==> config.mk <==
export PLATFORM = sky130hd
export DESIGN_NAME = mfde_walker
export DESIGN_NICKNAME = d
export VERILOG_FILES = /design/src/rtl/core/mfde_pkg.sv /design/src/rtl/core/mfde_walker.sv
export SDC_FILE = /design/constraint.sdc
export NUM_CORES = 1
export LEC_CHECK = 0
export BUFFER_PORTS_ARGS = -buffer_cell sky130_fd_sc_hd__buf_4
export CORE_MARGIN = 2
export CORE_UTILIZATION = 39
export CTS_CLUSTER_DIAMETER = 40
export CTS_CLUSTER_SIZE = 8
export DETAILED_ROUTE_END_ITERATION = 6
export GPL_TIMING_DRIVEN = 0
export PLACE_DENSITY = 0.62
export RECOVER_POWER = 50
export SKIP_CTS_REPAIR_TIMING = 1
export SLEW_MARGIN = 20
export SYNTH_ARGS = -nofsm -noshare
export SYNTH_HDL_FRONTEND = slang
export SYNTH_SLANG_ARGS = --single-unit
==> constraint.sdc <==
create_clock -name clk -period 12.6 [get_ports clk]
set_input_delay 1.89 -clock clk [delete_from_list [all_inputs] [get_ports clk]]
set_output_delay 1.89 -clock clk [all_outputs]
set_load 0.005 [all_outputs]
==> src/rtl/core/mfde_pkg.sv <==
package mfde_pkg;

    localparam int SCREEN_WIDTH_DEF  = 128;
    localparam int SCREEN_HEIGHT_DEF = 64;

    // Widest byte address that any legal screen size needs (255 x 31 pages).
    localparam int MAX_ADDR_W = 13;

    localparam int IN_DATA_W  = 56;
    localparam int OUT_DATA_W = 8;
    localparam int PADDR_W    = 3;
    localparam int PDATA_W    = 32;

    localparam logic [PADDR_W-1:0] ADDR_INVERT_COLOUR = 3'd0;

    typedef enum logic [2:0] {
        OP_PIXEL  = 3'd0,
        OP_FILL   = 3'd1,
        OP_RECT   = 3'd2,
        OP_CIRCLE = 3'd3,
        OP_READ   = 3'd4
    } op_t;

    typedef struct packed {
        logic [9:0] byte_address;
        logic       colour;
        logic [6:0] circle_radius;
        logic [7:0] y_second;
        logic [7:0] x_second;
        logic [7:0] y_first;
        logic [7:0] x_first;
        logic [2:0] op;
    } cmd_t;

    typedef struct packed {
        logic                  valid;
        logic [MAX_ADDR_W-1:0] addr;
        logic [7:0]            mask;
        logic                  set;
    } wr_req_t;

    typedef enum logic [1:0] {
        WK_IDLE,
        WK_PT,
        WK_STEP,
        WK_RECT
    } wk_state_t;

    typedef enum logic [2:0] {
        T_SWEEP,
        T_IDLE,
        T_DRAW,
        T_DRAW_WR,
        T_READ,
        T_READ_WAIT
    } top_state_t;

endpackage

==> src/rtl/core/mfde_walker.sv <==
// Turns one drawing command into a series of masked byte updates. Pixels and
// circle points give one bit each; rectangles give one byte per column and page.
module mfde_walker #(
    parameter int SCREEN_WIDTH  = mfde_pkg::SCREEN_WIDTH_DEF,
    parameter int SCREEN_HEIGHT = mfde_pkg::SCREEN_HEIGHT_DEF
) (
    input  logic              clk,
    input  logic              rst_n,
    input  logic              start,
    input  mfde_pkg::cmd_t    cmd,
    input  logic              invert,
    input  logic              take,
    output mfde_pkg::wr_req_t acc,
    output logic              busy
);
    import mfde_pkg::*;

    localparam int PAGES   = (SCREEN_HEIGHT + 7) / 8;
    localparam int ADDR_W  = $clog2(SCREEN_WIDTH * PAGES);

    wk_state_t         state_reg, state_next;
    logic              single_reg, single_next;
    logic              set_reg, set_next;
    logic [2:0]        pt_reg, pt_next;
    logic [7:0]        cx_reg, cx_next;
    logic [7:0]        cy_reg, cy_next;
    logic [6:0]        x_reg, x_next;
    logic [6:0]        y_reg, y_next;
    logic signed [11:0] f_reg, f_next;
    logic signed [11:0] ddx_reg, ddx_next;
    logic signed [11:0] ddy_reg, ddy_next;
    logic [7:0]        col_reg, col_next;
    logic [7:0]        col_lo_reg, col_lo_next;
    logic [7:0]        col_end_reg, col_end_next;
    logic [4:0]        page_reg, page_next;
    logic [4:0]        page_end_reg, page_end_next;
    logic [7:0]        ylo_reg, ylo_next;
    logic [7:0]        yend_reg, yend_next;

    // Point selection for the eight-way symmetry.
    logic [6:0] da, db;
    logic [9:0] px, py;
    logic       pt_ok;
    logic       advance;
    logic       rect_last_col, rect_last;

    // Rectangle setup.
    logic [7:0] lo_x, hi_x, lo_y, hi_y, xend, yend;
    logic       rect_empty;

    // Circle step.
    logic              f_pos;
    logic [6:0]        y_s;
    logic signed [11:0] ddy_s, f_s, ddx_s;

    // Address and mask.
    logic [4:0]        sel_page;
    logic [7:0]        sel_col;
    logic [ADDR_W-1:0] addr;
    logic [7:0]        mask;
    logic [7:0]        row;

    always_comb
    begin
        da = (pt_reg[2]) ? y_reg : x_reg;
        db = (pt_reg[2]) ? x_reg : y_reg;
        px = (pt_reg[0]) ? ({2'b00, cx_reg} - {3'b000, da}) : ({2'b00, cx_reg} + {3'b000, da});
        py = (pt_reg[1]) ? ({2'b00, cy_reg} - {3'b000, db}) : ({2'b00, cy_reg} + {3'b000, db});
        pt_ok = !px[9] && (px < 10'(SCREEN_WIDTH)) && !py[9] && (py < 10'(SCREEN_HEIGHT));

        lo_x = (cmd.x_first < cmd.x_second) ? cmd.x_first : cmd.x_second;
        hi_x = (cmd.x_first < cmd.x_second) ? cmd.x_second : cmd.x_first;
        lo_y = (cmd.y_first < cmd.y_second) ? cmd.y_first : cmd.y_second;
        hi_y = (cmd.y_first < cmd.y_second) ? cmd.y_second : cmd.y_first;
        xend = (hi_x > 8'(SCREEN_WIDTH - 1)) ? 8'(SCREEN_WIDTH - 1) : hi_x;
        yend = (hi_y > 8'(SCREEN_HEIGHT)) ? 8'(SCREEN_HEIGHT) : hi_y;
        rect_empty = (lo_x > xend) || (lo_y >= yend);

        f_pos = !f_reg[11];
        y_s   = f_pos ? (y_reg - 7'd1) : y_reg;
        ddy_s = f_pos ? (ddy_reg + 12'sd2) : ddy_reg;
        f_s   = f_pos ? (f_reg + ddy_s) : f_reg;
        ddx_s = ddx_reg + 12'sd2;

        rect_last_col = (col_reg == col_end_reg);
        rect_last     = rect_last_col && (page_reg == page_end_reg);
    end

    // Address and mask of the byte being presented.
    always_comb
    begin
        if (state_reg == WK_RECT)
        begin
            sel_page = page_reg;
            sel_col  = col_reg;
            for (int b = 0; b < 8; b++)
            begin
                row     = {page_reg, 3'(b)};
                mask[b] = (row >= ylo_reg) && (row < yend_reg);
            end
        end
        else
        begin
            sel_page = py[7:3];
            sel_col  = px[7:0];
            row      = 8'd0;
            mask     = 8'(1) << py[2:0];
        end
        addr = ADDR_W'(sel_page) * ADDR_W'(SCREEN_WIDTH) + ADDR_W'(sel_col);
    end

    always_comb
    begin
        acc.valid = ((state_reg == WK_PT) && pt_ok) || (state_reg == WK_RECT);
        acc.addr  = MAX_ADDR_W'(addr);
        acc.mask  = mask;
        acc.set   = set_reg;
        busy      = (state_reg != WK_IDLE);
        advance   = !acc.valid || take;
    end

    // Next state.
    always_comb
    begin
        state_next = state_reg;
        case (state_reg)
            WK_IDLE:
            begin
                if (start)
                begin
                    case (op_t'(cmd.op))
                        OP_PIXEL:  state_next = WK_PT;
                        OP_CIRCLE: state_next = WK_PT;
                        OP_RECT:   state_next = rect_empty ? WK_IDLE : WK_RECT;
                        default:   state_next = WK_IDLE;
                    endcase
                end
            end
            WK_PT:
            begin
                if (advance && (single_reg || pt_reg == 3'd7))
                begin
                    state_next = single_reg ? WK_IDLE : WK_STEP;
                end
            end
            WK_STEP:
            begin
                state_next = (x_reg < y_reg) ? WK_PT : WK_IDLE;
            end
            WK_RECT:
            begin
                if (take && rect_last)
                begin
                    state_next = WK_IDLE;
                end
            end
            default: state_next = WK_IDLE;
        endcase
    end

    // Datapath.
    always_comb
    begin
        single_next   = single_reg;
        set_next      = set_reg;
        pt_next       = pt_reg;
        cx_next       = cx_reg;
        cy_next       = cy_reg;
        x_next        = x_reg;
        y_next        = y_reg;
        f_next        = f_reg;
        ddx_next      = ddx_reg;
        ddy_next      = ddy_reg;
        col_next      = col_reg;
        col_lo_next   = col_lo_reg;
        col_end_next  = col_end_reg;
        page_next     = page_reg;
        page_end_next = page_end_reg;
        ylo_next      = ylo_reg;
        yend_next     = yend_reg;
        case (state_reg)
            WK_IDLE:
            begin
                if (start)
                begin
                    set_next      = cmd.colour ^ invert;
                    pt_next       = 3'd0;
                    cx_next       = cmd.x_first;
                    cy_next       = cmd.y_first;
                    single_next   = (op_t'(cmd.op) == OP_PIXEL);
                    x_next        = 7'd0;
                    y_next        = (op_t'(cmd.op) == OP_PIXEL) ? 7'd0 : cmd.circle_radius;
                    f_next        = 12'sd1 - $signed({5'b0, cmd.circle_radius});
                    ddx_next      = 12'sd1;
                    ddy_next      = -$signed({4'b0, cmd.circle_radius, 1'b0});
                    col_next      = lo_x;
                    col_lo_next   = lo_x;
                    col_end_next  = xend;
                    page_next     = lo_y[7:3];
                    page_end_next = 5'((yend - 8'd1) >> 3);
                    ylo_next      = lo_y;
                    yend_next     = yend;
                end
            end
            WK_PT:
            begin
                if (advance)
                begin
                    pt_next = pt_reg + 3'd1;
                end
            end
            WK_STEP:
            begin
                if (x_reg < y_reg)
                begin
                    y_next   = y_s;
                    ddy_next = ddy_s;
                    x_next   = x_reg + 7'd1;
                    ddx_next = ddx_s;
                    f_next   = f_s + ddx_s;
                    pt_next  = 3'd0;
                end
            end
            WK_RECT:
            begin
                if (take)
                begin
                    if (rect_last_col)
                    begin
                        col_next  = col_lo_reg;
                        page_next = page_reg + 5'd1;
                    end
                    else
                    begin
                        col_next = col_reg + 8'd1;
                    end
                end
            end
            default:
            begin
                pt_next = pt_reg;
            end
        endcase
    end

    always_ff @(posedge clk or negedge rst_n)
    begin
        if (!rst_n)
        begin
            state_reg <= WK_IDLE;
        end
        else
        begin
            state_reg <= state_next;
        end
    end

    always_ff @(posedge clk)
    begin
        single_reg   <= single_next;
        set_reg      <= set_next;
        pt_reg       <= pt_next;
        cx_reg       <= cx_next;
        cy_reg       <= cy_next;
        x_reg        <= x_next;
        y_reg        <= y_next;
        f_reg        <= f_next;
        ddx_reg      <= ddx_next;
        ddy_reg      <= ddy_next;
        col_reg      <= col_next;
        col_lo_reg   <= col_lo_next;
        col_end_reg  <= col_end_next;
        page_reg     <= page_next;
        page_end_reg <= page_end_next;
        ylo_reg      <= ylo_next;
        yend_reg     <= yend_next;
    end

endmodule

==> summary.md, run 1 <==
| Metric | Value |
|---|---|
| Status | `finished with violations` |
| Failing checks | `max-capacitance violations, max-slew violations` |
| Initial Util | `about 40%` |
| CTS max path bufs | `2` |
| Final Setup Violations | `0` |
| Initial DRC Count | `between 500 and 600` |
| # Max-Cap Violations | `1` |
| DR pass1 iterations | `5` |
| Post-Synthesis Mean Instance Area | `a little over 9 sq um` |
| Routed len/inst | `roughly 16 um` |
| Seq/Total Area, Yosys | `a little over a third` |
| Pre-CTS WS | `6.756 ns` |
| Number of flip-flops in the largest register | `12` |
| Setup TNS | `0 ns` |
| Worst-path maximum fanout | `10` |
| Min-Delay Startpoint | `ddx_reg[11]` |
| Die area | `around 27,000 sq um` |
| Clock latency on the worst-skew pair | `about 0.44 ns` |
| Crit path kind | `reg2out` |
| Ant diodes | `0` |
| GRT overflow | `0` |
| Area Growth Syn to Fin | `14.74%` |
| Crit. End Element | `primary output` |
| Tcrit/Tclk final | `between 40% and 50%` |
| Most common cell after layout, fill and taps aside | `edfxtp_1` |
| Nets | `between 1,000 and 1,500` |
| Flops & latches, synth | `between 100 and 150` |
| Vias after detailed routing | `slightly below 8,000` |
| Total CTS buffers | `17` |
| Launch point of the worst reg-to-reg path | `col_reg[2]` |
| End of the worst hold path | `ddx_reg[11]` |
| Worst setup path start | `pt_reg[2]` |
| Final ANT Viol Nets | `0` |
| Hold Path Stages | `2` |
| Async SR Flop Fraction | `between 1.5 and 2%` |
| Number of antenna violations at the first check in global routing | `0` |
| Overall routing resource usage | `a little under a fifth` |
| CTS sink cnt | `approximately 120` |
| Pwr dens | `304.1 nW/um^2` |
| Actual slew at the worst max-slew pin | `1.611 ns` |
| Cells after Synth | `about 1,100` |
| Rows | `a little under 60` |
| R2r worst-path depth | `8` |
| Clock transition at path regs | `0.06 ns` |
| WL final | `around 24,000 um` |
| Most frequent cells in the layout | `edfxtp_1 (119), ha_1 (108), nor2_1 (87)` |
| # DRC | `0` |
| Core area | `approximately 25,000 sq um` |
| Die X | `between 150 and 200 um` |
| IO Port Bufs | `67` |
| IO Count | `82` |
| CTS tree | `yes` |
| Worst EP required | `about 11 ns` |
| Vias in the first global route | `~7,800` |
| Worst hold path class | `reg2reg` |
| Leakage | `4.781 nW` |
| Critical Path Start Type | `flip-flop` |
| Synthesized area | `approximately 10000 sq um` |
| Max Clk Rate | `between 150 and 200 MHz` |
| Final Wtd Congestion | `between 0.8 and 0.9` |
| Skew final | `around 0.011 ns` |
| Yosys warnings | `0` |
| FF-to-FF End | `page_reg[4]` |
| Minimum clock period | `around 6.2 ns` |
| Number of enable flip-flop cells after synthesis | `119` |
| Ys flop type | `edfxtp_1` |
| Largest net degree at the start of global routing | `28` |
| Root Buffer | `clkbuf_16` |
| Fraction of layout cells with a size suffix above 1 | `just over 9%` |
| Vias/cell | `between 5 and 6` |
| Reg-to-reg slack, setup | `roughly 7.7 ns` |
| Hold Fails Final Rpt | `0` |
| Die height | `about 160 um` |
| Pins Over Slew Limit | `20` |
| H-tree Lvls | `4` |
| Worst endpoint data arrival time | `about 4.3 ns` |
| First-pass GRT wire length | `39,320 um` |
| Slew headroom | `-7.822%` |
| Worst VDD drop | `approximately 0.00015 V` |
| Unique cell type count in the Yosys netlist | `65` |
| RSZ-0062 raised after global routing | `false` |
| Final worst setup slack | `around 6.4 ns` |
| Detailed placement HPWL | `about 19,000 um` |
[critical path, cell delays in order (launching register included)]
cell,delay (ns)
edfxtp_1,0.43
clkbuf_1,0.24
o21ai_0,0.56
ha_1,0.28
inv_1,0.05
fa_1,0.40
a21o_1,0.19
a311o_1,0.36
a21o_1,0.20
a2111oi_0,0.56
a211oi_1,0.13
nand4b_1,0.16
o31ai_1,0.12
buf_4,0.19
[layout make-up]
cell class              count  area (sq um)
plain buffers              33         143.9
multi-input cells         824          5843
well taps                 330         412.9
repair buffers             70         462.9
clock buffers              18         429.2
fillers                  2508         13720
flip-flops and latches    121          3623
clock inverters            14         138.9
inverters                  89         334.1
[per-stage QoR]
step	area (sq um)	std cells	hold WS (ns)	power (W)	utilization (%)
floorplan	9945	1067	0.5732	0.002338	-
global placement	10860	1464	0.6011	0.002963	43.25
detailed placement	10950	1467	0.6063	0.003018	43.61
CTS	11520	1499	0.6144	0.003512	45.87
global route	11390	1499	0.6407	0.003793	45.36
finish	11390	1499	0.6128	0.003464	45.36
[how the worst max path moves through the flow]
stage	end	depth (start not counted)
detailed placement	acc[22]	13
floorplan	pt_reg[0]	6
global route	acc[22]	13
CTS	acc[22]	13
finish	acc[22]	13
global placement	pt_reg[0]	7
[Yosys cell counts (all sizes together), types with 4 or more instances]
cell / number / area [sq um]
a211oi: 11 / 82.58
a21boi: 4 / 30.02
a21o: 25 / 187.7
a21oi: 55 / 279.0
a31oi: 4 / 25.02
and2: 9 / 56.30
and3: 14 / 87.58
buf: 8 / 51.30
clkbuf: 25 / 93.84
edfxtp: 119 / 3573
fa: 6 / 120.1
ha: 108 / 1351
inv: 89 / 334.1
mux2: 11 / 123.9
mux2i: 21 / 210.2
nand2: 86 / 322.8
nand2b: 8 / 50.05
nand3: 38 / 190.2
nand4: 6 / 37.54
nor2: 88 / 332.8
nor2b: 11 / 68.82
nor3: 24 / 120.1
nor3b: 4 / 30.03
nor4: 10 / 62.56
o21a: 27 / 202.7
o21ai: 77 / 385.4
o21bai: 5 / 37.54
o22ai: 10 / 62.56
o31a: 10 / 87.58
o31ai: 15 / 112.6
or2: 4 / 25.02
or3: 4 / 25.02
xnor2: 42 / 367.9
xor2: 49 / 429.2
[layer usage]
metal  vias to the layer above  GRT usage, %  part of all wire [%]
li1                       4038             -                     -
met1                      3697         23.67                    45
met2                       170         32.30                    49
met3                        32         2.971                   4.4
met4                         0         6.459                   2.1
met5                         -             0                     0
[kinds of logic (layout without fill, tap and decap cells)]
family                   Yosys count  after routing  synth area share (%)
multiplexers                      32             32                 3.366
XOR/XNOR                          92             92                 8.257
other                              2              7               0.07566
buffers and inverters            122            224                 4.828
adder cells (fa/ha/maj)          114            114                 14.82
flip-flops                       121            121                 36.51
AO/OA/AOI/OAI                    266            266                 17.31
AND/OR/NAND/NOR                  313            313                 14.84
[where the power goes]
group          total, W  leakage (nW)  switching [W]  internal, W
Sequential     0.000863          1.15       0.000159     0.000704
Clock          0.000475         0.270       0.000200     0.000275
Combinational   0.00213          3.36        0.00119     0.000935
Note: power is estimated with default switching activity, not from simulation.
==> run 2, diff against run 1 <==
--- a/config.mk
+++ b/config.mk
@@ -12,7 +12,7 @@
 export CTS_CLUSTER_SIZE = 8
 export DETAILED_ROUTE_END_ITERATION = 6
 export GPL_TIMING_DRIVEN = 0
-export PLACE_DENSITY = 0.62
+export PLACE_DENSITY = 0.64
 export RECOVER_POWER = 50
 export SKIP_CTS_REPAIR_TIMING = 1
 export SLEW_MARGIN = 20
==> constraint.sdc (replaced) <==
create_clock -name clk -period 5 [get_ports clk]
set_input_delay 0.75 -clock clk [delete_from_list [all_inputs] [get_ports clk]]
set_output_delay 0.75 -clock clk [all_outputs]
set_load 0.005 [all_outputs]
==> run 2 against run 1 <==
Net effect:
- the flow now finishes without violations
- first-iteration DRC count rose by 27%
- worst hold slack got worse by 0.47 ns
- register-to-register slack got worse by 7.1 ns
- combinational power grew to 2.5 times the previous value
- critical path depth increased by 2
- critical path type unchanged
==> summary.md, run 2 (same netlist as run 1, synthesis figures left out) <==
| Metric | Value |
|---|---|
| GRT overflow | `0 (unchanged)` |
| Vias after detailed routing | `8,040 (+1.3%)` |
| Status | `finished, final reports clean` |
| Overall routing resource usage | `18.89% (+0.21 points)` |
| Initial Util | `39.53% (unchanged)` |
| Minimum clock period | `4.670 ns` |
| Worst path cell trace | `clkbuf_2 > mux2i_1 > ha_1 > nor2b_1 > o31a_1 > o21ai_1 > a21oi_1 > nor3_1 > xor2_1 > nor2_1 > nor2_1 > ha_1 > ha_1 > xor2_1 > buf_4` |
| Worst VDD drop | `0.0004172 V (+180%)` |
| Tcrit/Tclk final | `slightly above 90%` |
| Number of flip-flops in the largest register | `12 (unchanged)` |
| Worst-path maximum fanout | `10 (unchanged)` |
| Worst endpoint data arrival time | `3.92 ns (-0.39 ns)` |
| First-pass GRT wire length | `39,880 um (+1.4%)` |
| Number of antenna violations at the first check in global routing | `0 (unchanged)` |
| Top cell by count, worst path | `ha_1` |
| Worst hold path class | `in2async` |
| Setup TNS | `0 ns (unchanged)` |
| Nets | `1,328 (unchanged)` |
| H-tree Lvls | `4 (unchanged)` |
| Internal power | `0.004798 W (+150%)` |
| Layout Utilization | `45.38% (about the same)` |
| CTS max path bufs | `2 (unchanged)` |
| Part of the power in combinational logic | `62.0% (+0.6 points)` |
| Critical Path Start Type | `flip-flop` |
| Clock transition at path regs | `0.06 ns (about the same)` |
| Crit. End Element | `primary output` |
| WL final | `24,090 um (+0.93%)` |
| Final Wtd Congestion | `0.8464 (-1.1%)` |
| # Max-Cap Violations | `0 (-1)` |
| Crit path largest cell delay | `0.42 ns (-0.14 ns)` |
| Ant diodes | `0 (unchanged)` |
| Initial DRC Count | `663 (+27%)` |
| Vias/cell | `5.364 (+1.3%)` |
| # DRC | `0 (unchanged)` |
| Die X | `163.5 um (unchanged)` |
| Largest net degree at the start of global routing | `27 (-3.6%)` |
| Area Growth Syn to Fin | `14.80% (about the same)` |
| RSZ-0062 raised after global routing | `false` |
| Die height | `163.5 um (unchanged)` |
| DR pass1 iterations | `7 (+2)` |
| Final Setup Violations | `0 (unchanged)` |
| Switching share of total power | `44.97% (+0.24 points)` |
| Leakage | `4.791 nW (+0.21%)` |
| Pwr dens | `765.1 nW/um^2 (+150%)` |
| IO Port Bufs | `67 (unchanged)` |
| Slew headroom | `21.11% (+29 points)` |
| Clock latency on the worst-skew pair | `0.42 ns (-0.02 ns)` |
| Final ANT Viol Nets | `0 (unchanged)` |
| Sw Pwr | `0.003920 W (+150%)` |
| Design area | `11,390 sq um (about the same)` |
| Clock share of power | `13.1% (-0.6 points)` |
| Actual slew at the worst max-slew pin | `1.174 ns (-0.4371 ns)` |
| Pins Over Slew Limit | `0 (-100%)` |
| Crit path kind | `reg2out` |
| Skew final | `0.009971 ns (-0.0005979 ns)` |
| CTS sink cnt | `121 (unchanged)` |
| Detailed placement HPWL | `18,790 um (+0.41%)` |
| Most common cell after layout, fill and taps aside | `edfxtp_1` |
| Hold Fails Final Rpt | `0 (unchanged)` |
| Worst EP required | `4.25 ns (-6.46 ns)` |
| Max Clk Rate | `about 210 MHz` |
| Most frequent cells in the layout | `edfxtp_1 (119), ha_1 (108), nor2_1 (87)` |
| Die area | `26,740 sq um (unchanged)` |
| Vias in the first global route | `7,919 (+0.97%)` |
| Fraction of layout cells with a size suffix above 1 | `8.640% (-0.51 points)` |
| Placed standard-cell area | `10,940 sq um (about the same)` |
| Rows | `58 (unchanged)` |
| Total CTS buffers | `17 (unchanged)` |
| Slowest cell on the critical path | `edfxtp_1` |
| Root Buffer | `clkbuf_16` |
| Core area | `25,110 sq um (unchanged)` |
| Routed len/inst | `16.07 um (+0.93%)` |
| IO Count | `82 (unchanged)` |
| CTS tree | `yes` |
| Share of power burned in registers | `24.9% (about the same)` |
## run 2: path summary, 6_finish.rpt
check	cells past startpoint	end	slack, ns	start
min in group clk	2	state_reg[1]	0.62	single_reg
worst max-delay path	15	acc[18]	0.33	pt_reg[2]
worst max register to register	17	f_reg[11]	0.55	f_reg[11]
worst min register to register	2	state_reg[1]	0.62	single_reg
worst min-delay path	1	state_reg[0]	0.14	rst_n
max in group asynchronous	1	state_reg[1]	4.69	rst_n
## run 2: per-stage QoR
step | hold WS (ns) | std cells | setup WS, ns | power, W
after detailed placement | 0.5408 | 1467 | 0.3165 | 0.007598
after global routing | 0.1270 | 1499 | 0.08595 | 0.009510
after global placement | 0.5409 | 1464 | -0.9818 | 0.007430
after CTS | 0.09375 | 1499 | 0.01577 | 0.008787
final | 0.1392 | 1499 | 0.3300 | 0.008718
after floorplan | 0.4544 | 1067 | 0.5699 | 0.005883
## run 2: final cells by class
class / count / area, sq um
Buffer: 33 / 142.6
Clock buffer: 17 / 425.4
Clock inverter: 15 / 116.4
Fill cell: 2508 / 13710
Inverter: 89 / 334.1
Multi-Input combinational cell: 824 / 5849
Sequential cell: 121 / 3623
Tap cell: 330 / 412.9
Timing Repair Buffer: 70 / 490.5
## run 2: power groups by stage
stage / Sequential, W / Clock, W / Combinational [W]
after floorplan: 0.00207 / 0 / 0.00382
after global placement: 0.00220 / 0 / 0.00523
after detailed placement: 0.00219 / 0 / 0.00541
after CTS: 0.00217 / 0.00116 / 0.00546
after global routing: 0.00223 / 0.00120 / 0.00608
final: 0.00218 / 0.00114 / 0.00540
## run 2: routing by layer
metal  part of all wire (%)  vias to the layer above  global-route usage, %
met2                     49                      184                  32.93
met1                     46                     3793                  24.60
met5                      0                        -                      0
met4                    1.3                        0                  4.466
li1                       -                     4039                      -
met3                    3.9                       24                  2.895
## run 2: critical path, delay by kind of cell (launching register included)
kind,cells,cell delay [ns]
compound gates,3,0.51
xor+xnor,2,0.51
fa+ha+maj,3,0.61
buf+inv,2,0.46
flops,1,0.42
mux,1,0.30
simple gates,4,0.70
==> run 3, diff against run 2 <==
--- a/config.mk
+++ b/config.mk
@@ -6,13 +6,15 @@
 export NUM_CORES = 1
 export LEC_CHECK = 0
 export BUFFER_PORTS_ARGS = -buffer_cell sky130_fd_sc_hd__buf_4
+export CELL_PAD_IN_SITES_DETAIL_PLACEMENT = 1
+export CELL_PAD_IN_SITES_GLOBAL_PLACEMENT = 2
 export CORE_MARGIN = 2
-export CORE_UTILIZATION = 39
+export CORE_UTILIZATION = 35
 export CTS_CLUSTER_DIAMETER = 40
 export CTS_CLUSTER_SIZE = 8
 export DETAILED_ROUTE_END_ITERATION = 6
 export GPL_TIMING_DRIVEN = 0
-export PLACE_DENSITY = 0.64
+export PLACE_DENSITY = 0.83
 export RECOVER_POWER = 50
 export SKIP_CTS_REPAIR_TIMING = 1
 export SLEW_MARGIN = 20
==> run 3 against run 2 <==
Net effect:
- clock power grew 13%
- flip-flop and latch count stayed put
- first-iteration DRC count shrank 40%
- register-to-register slack lost 0.03 ns
- setup slack worse by 0.040 ns
- sequential power about the same
- via count up 0.71%
- non-clock buffer count up 3
- combinational power rose by 3.9%
- critical path depth decreased by 2
- cell area grew 1.4%
- largest power group unchanged
==> summary.md, run 3 (same netlist as run 1, synthesis figures left out) <==
| Metric | Value |
|---|---|
| Fraction of layout cells with a size suffix above 1 | `8.959% (+0.32 points)` |
| Vias in the first global route | `8,558 (+8.1%)` |
| IO Count | `82 (unchanged)` |
| # DRC | `0 (unchanged)` |
| Die X | `172.4 um (+5.4%)` |
| Crit path largest cell delay | `0.58 ns (+0.16 ns)` |
| Final Setup Violations | `0 (unchanged)` |
| Total CTS buffers | `17 (unchanged)` |
| Number of antenna violations at the first check in global routing | `0 (unchanged)` |
| CTS tree | `yes` |
| Root Buffer | `clkbuf_16` |
| # Max-Cap Violations | `0 (unchanged)` |
| Worst path cell trace | `clkbuf_2 > o21ai_1 > ha_1 > inv_1 > fa_1 > a21o_1 > a311o_1 > a21o_1 > a2111oi_0 > a211oi_1 > nand4b_1 > o31ai_2 > buf_4` |
| Most common cell after layout, fill and taps aside | `edfxtp_1` |
| Critical Path Start Type | `flip-flop` |
| Initial Util | `35.63% (-3.9 points)` |
| Minimum clock period | `4.710 ns (+0.03975 ns)` |
| Worst VDD drop | `0.0003392 V (-19%)` |
| Number of flip-flops in the largest register | `12 (unchanged)` |
| Slew headroom | `5.679% (-15 points)` |
| IO Port Bufs | `67 (unchanged)` |
| Tcrit/Tclk final | `94.20% (+0.80 points)` |
| Actual slew at the worst max-slew pin | `1.404 ns (+0.2297 ns)` |
| GRT overflow | `0 (unchanged)` |
| Hold_ws | `0.1307 ns (-0.008451 ns)` |
| Pins Over Slew Limit | `0 (unchanged)` |
| RSZ-0062 raised after global routing | `false` |
| M1 GR Usage | `24.48% (-0.12 points)` |
| Hold Fails Final Rpt | `0 (unchanged)` |
| Final Wtd Congestion | `0.8673 (+2.5%)` |
| Overall routing resource usage | `19.35% (+0.46 points)` |
| CTS max path bufs | `2 (unchanged)` |
| Worst hold path class | `in2async` |
| Design area | `11,560 sq um (+1.4%)` |
| Routed len/inst | `17.82 um (+11%)` |
| Clock latency on the worst-skew pair | `0.42 ns (about the same)` |
| Max Clk Rate | `212.3 MHz (-0.84%)` |
| Core area | `27,860 sq um (+11%)` |
| CTS sink cnt | `121 (unchanged)` |
| Die area | `29,720 sq um (+11%)` |
| Pwr Total | `0.009083 W (+4.2%)` |
| Area Growth Syn to Fin | `16.44%` |
| Slowest cell on the critical path | `a2111oi_0` |
| Ant diodes | `0 (unchanged)` |
| Die height | `172.4 um (+5.4%)` |
| Placed standard-cell area | `11,040 sq um (+0.89%)` |
| Initial DRC Count | `401 (-40%)` |
| H-tree Lvls | `4 (unchanged)` |
| Crit. End Element | `primary output` |
| FF-to-FF End | `f_reg[11]` |
| Detailed placement HPWL | `21,450 um (+14%)` |
| Top cell by count, worst path | `a21o_1` |
| Reg-to-reg slack, setup | `0.52 ns (-0.03 ns)` |
| Launch point of the worst reg-to-reg path | `f_reg[11]` |
| WL final | `27,620 um (+15%)` |
| Skew final | `0.01371 ns (+0.003739 ns)` |
| Leakage | `4.841 nW (+1.0%)` |
| Vias/cell | `5.224 (-2.6%)` |
| Final ANT Viol Nets | `0 (unchanged)` |
| Largest net degree at the start of global routing | `29 (+7.4%)` |
| Vias after detailed routing | `8,097 (+0.71%)` |
| GR Util met2 | `34.66% (+1.7 points)` |
| Crit path kind | `reg2out` |
| Worst endpoint data arrival time | `3.96 ns (+0.04 ns)` |
| Nets | `1,331 (+0.23%)` |
| Rows | `61 (+5.2%)` |
| Final worst setup slack | `0.2902 ns (-0.03975 ns)` |
| Most frequent cells in the layout | `edfxtp_1 (119), ha_1 (108), nor2_1 (88)` |
| Busiest metal layer after global routing | `met2` |
| Worst-path maximum fanout | `10 (unchanged)` |
| Worst EP required | `4.25 ns (about the same)` |
| DR pass1 iterations | `4 (-3)` |
| Met3 Usage GRT | `2.312% (-0.58 points)` |
| Pre-CTS WS | `0.2397 ns (-0.07675 ns)` |
| R2r worst-path depth | `17 (unchanged)` |
| First-pass GRT wire length | `44,930 um (+13%)` |
| Status | `finished, final reports clean` |
| Pwr dens | `785.9 nW/um^2 (+2.7%)` |
| Clock transition at path regs | `0.06 ns (about the same)` |
[run 3: cell type report]
class	count	area, sq um
buffer	33	148.9
clock buffer	19	432.9
clock inverter	13	170.2
fill	3232	16300
inverter	89	334.1
multi-input combinational	824	5849
sequential	121	3623
tap	378	473.0
timing repair buffer	73	525.5
[run 3: worst max path at each step]
stage,end,from,depth (start not counted)
4_1_cts,acc[18],pt_reg[2],15
3_3_place_gp,pt_reg[2],col_reg[3],8
5_1_grt,acc[18],pt_reg[2],15
6_report,acc[22],pt_reg[2],13
3_5_place_dp,state_reg[0],cmd[4],19
2_1_floorplan,pt_reg[0],col_reg[3],8
[run 3: stage by stage]
stage	std cells	util, %	setup TNS [ns]
2_1_floorplan	1067	-	0
3_3_place_gp	1512	39.21	-46.29
3_5_place_dp	1516	39.62	0
4_1_cts	1548	41.78	-0.1059
5_1_grt	1550	41.49	0
6_report	1550	41.49	0
[run 3: per-layer routing]
layer,wire (um),vias to the layer above
li1,-,4027
met1,12720,3922
met2,13860,119
met3,646,29
met4,396,0
met5,0,-
[run 3: worst max-delay path: cells and delay by family (launching register included)]
| family | cells | cell delay, ns |
|---|---|---|
| AO/OA/AOI/OAI | 7 | 1.83 |
| adder cells (fa/ha/maj) | 2 | 0.62 |
| buffers and inverters | 3 | 0.47 |
| flip-flops | 1 | 0.45 |
| AND/OR/NAND/NOR | 1 | 0.17 |
[run 3: where the power goes]
| part | switching, W | internal [W] | total, W |
|---|---|---|---|
| logic | 0.00316 | 0.00245 | 0.00561 |
| clock network | 0.000498 | 0.000791 | 0.00129 |
| registers | 0.000414 | 0.00177 | 0.00218 |
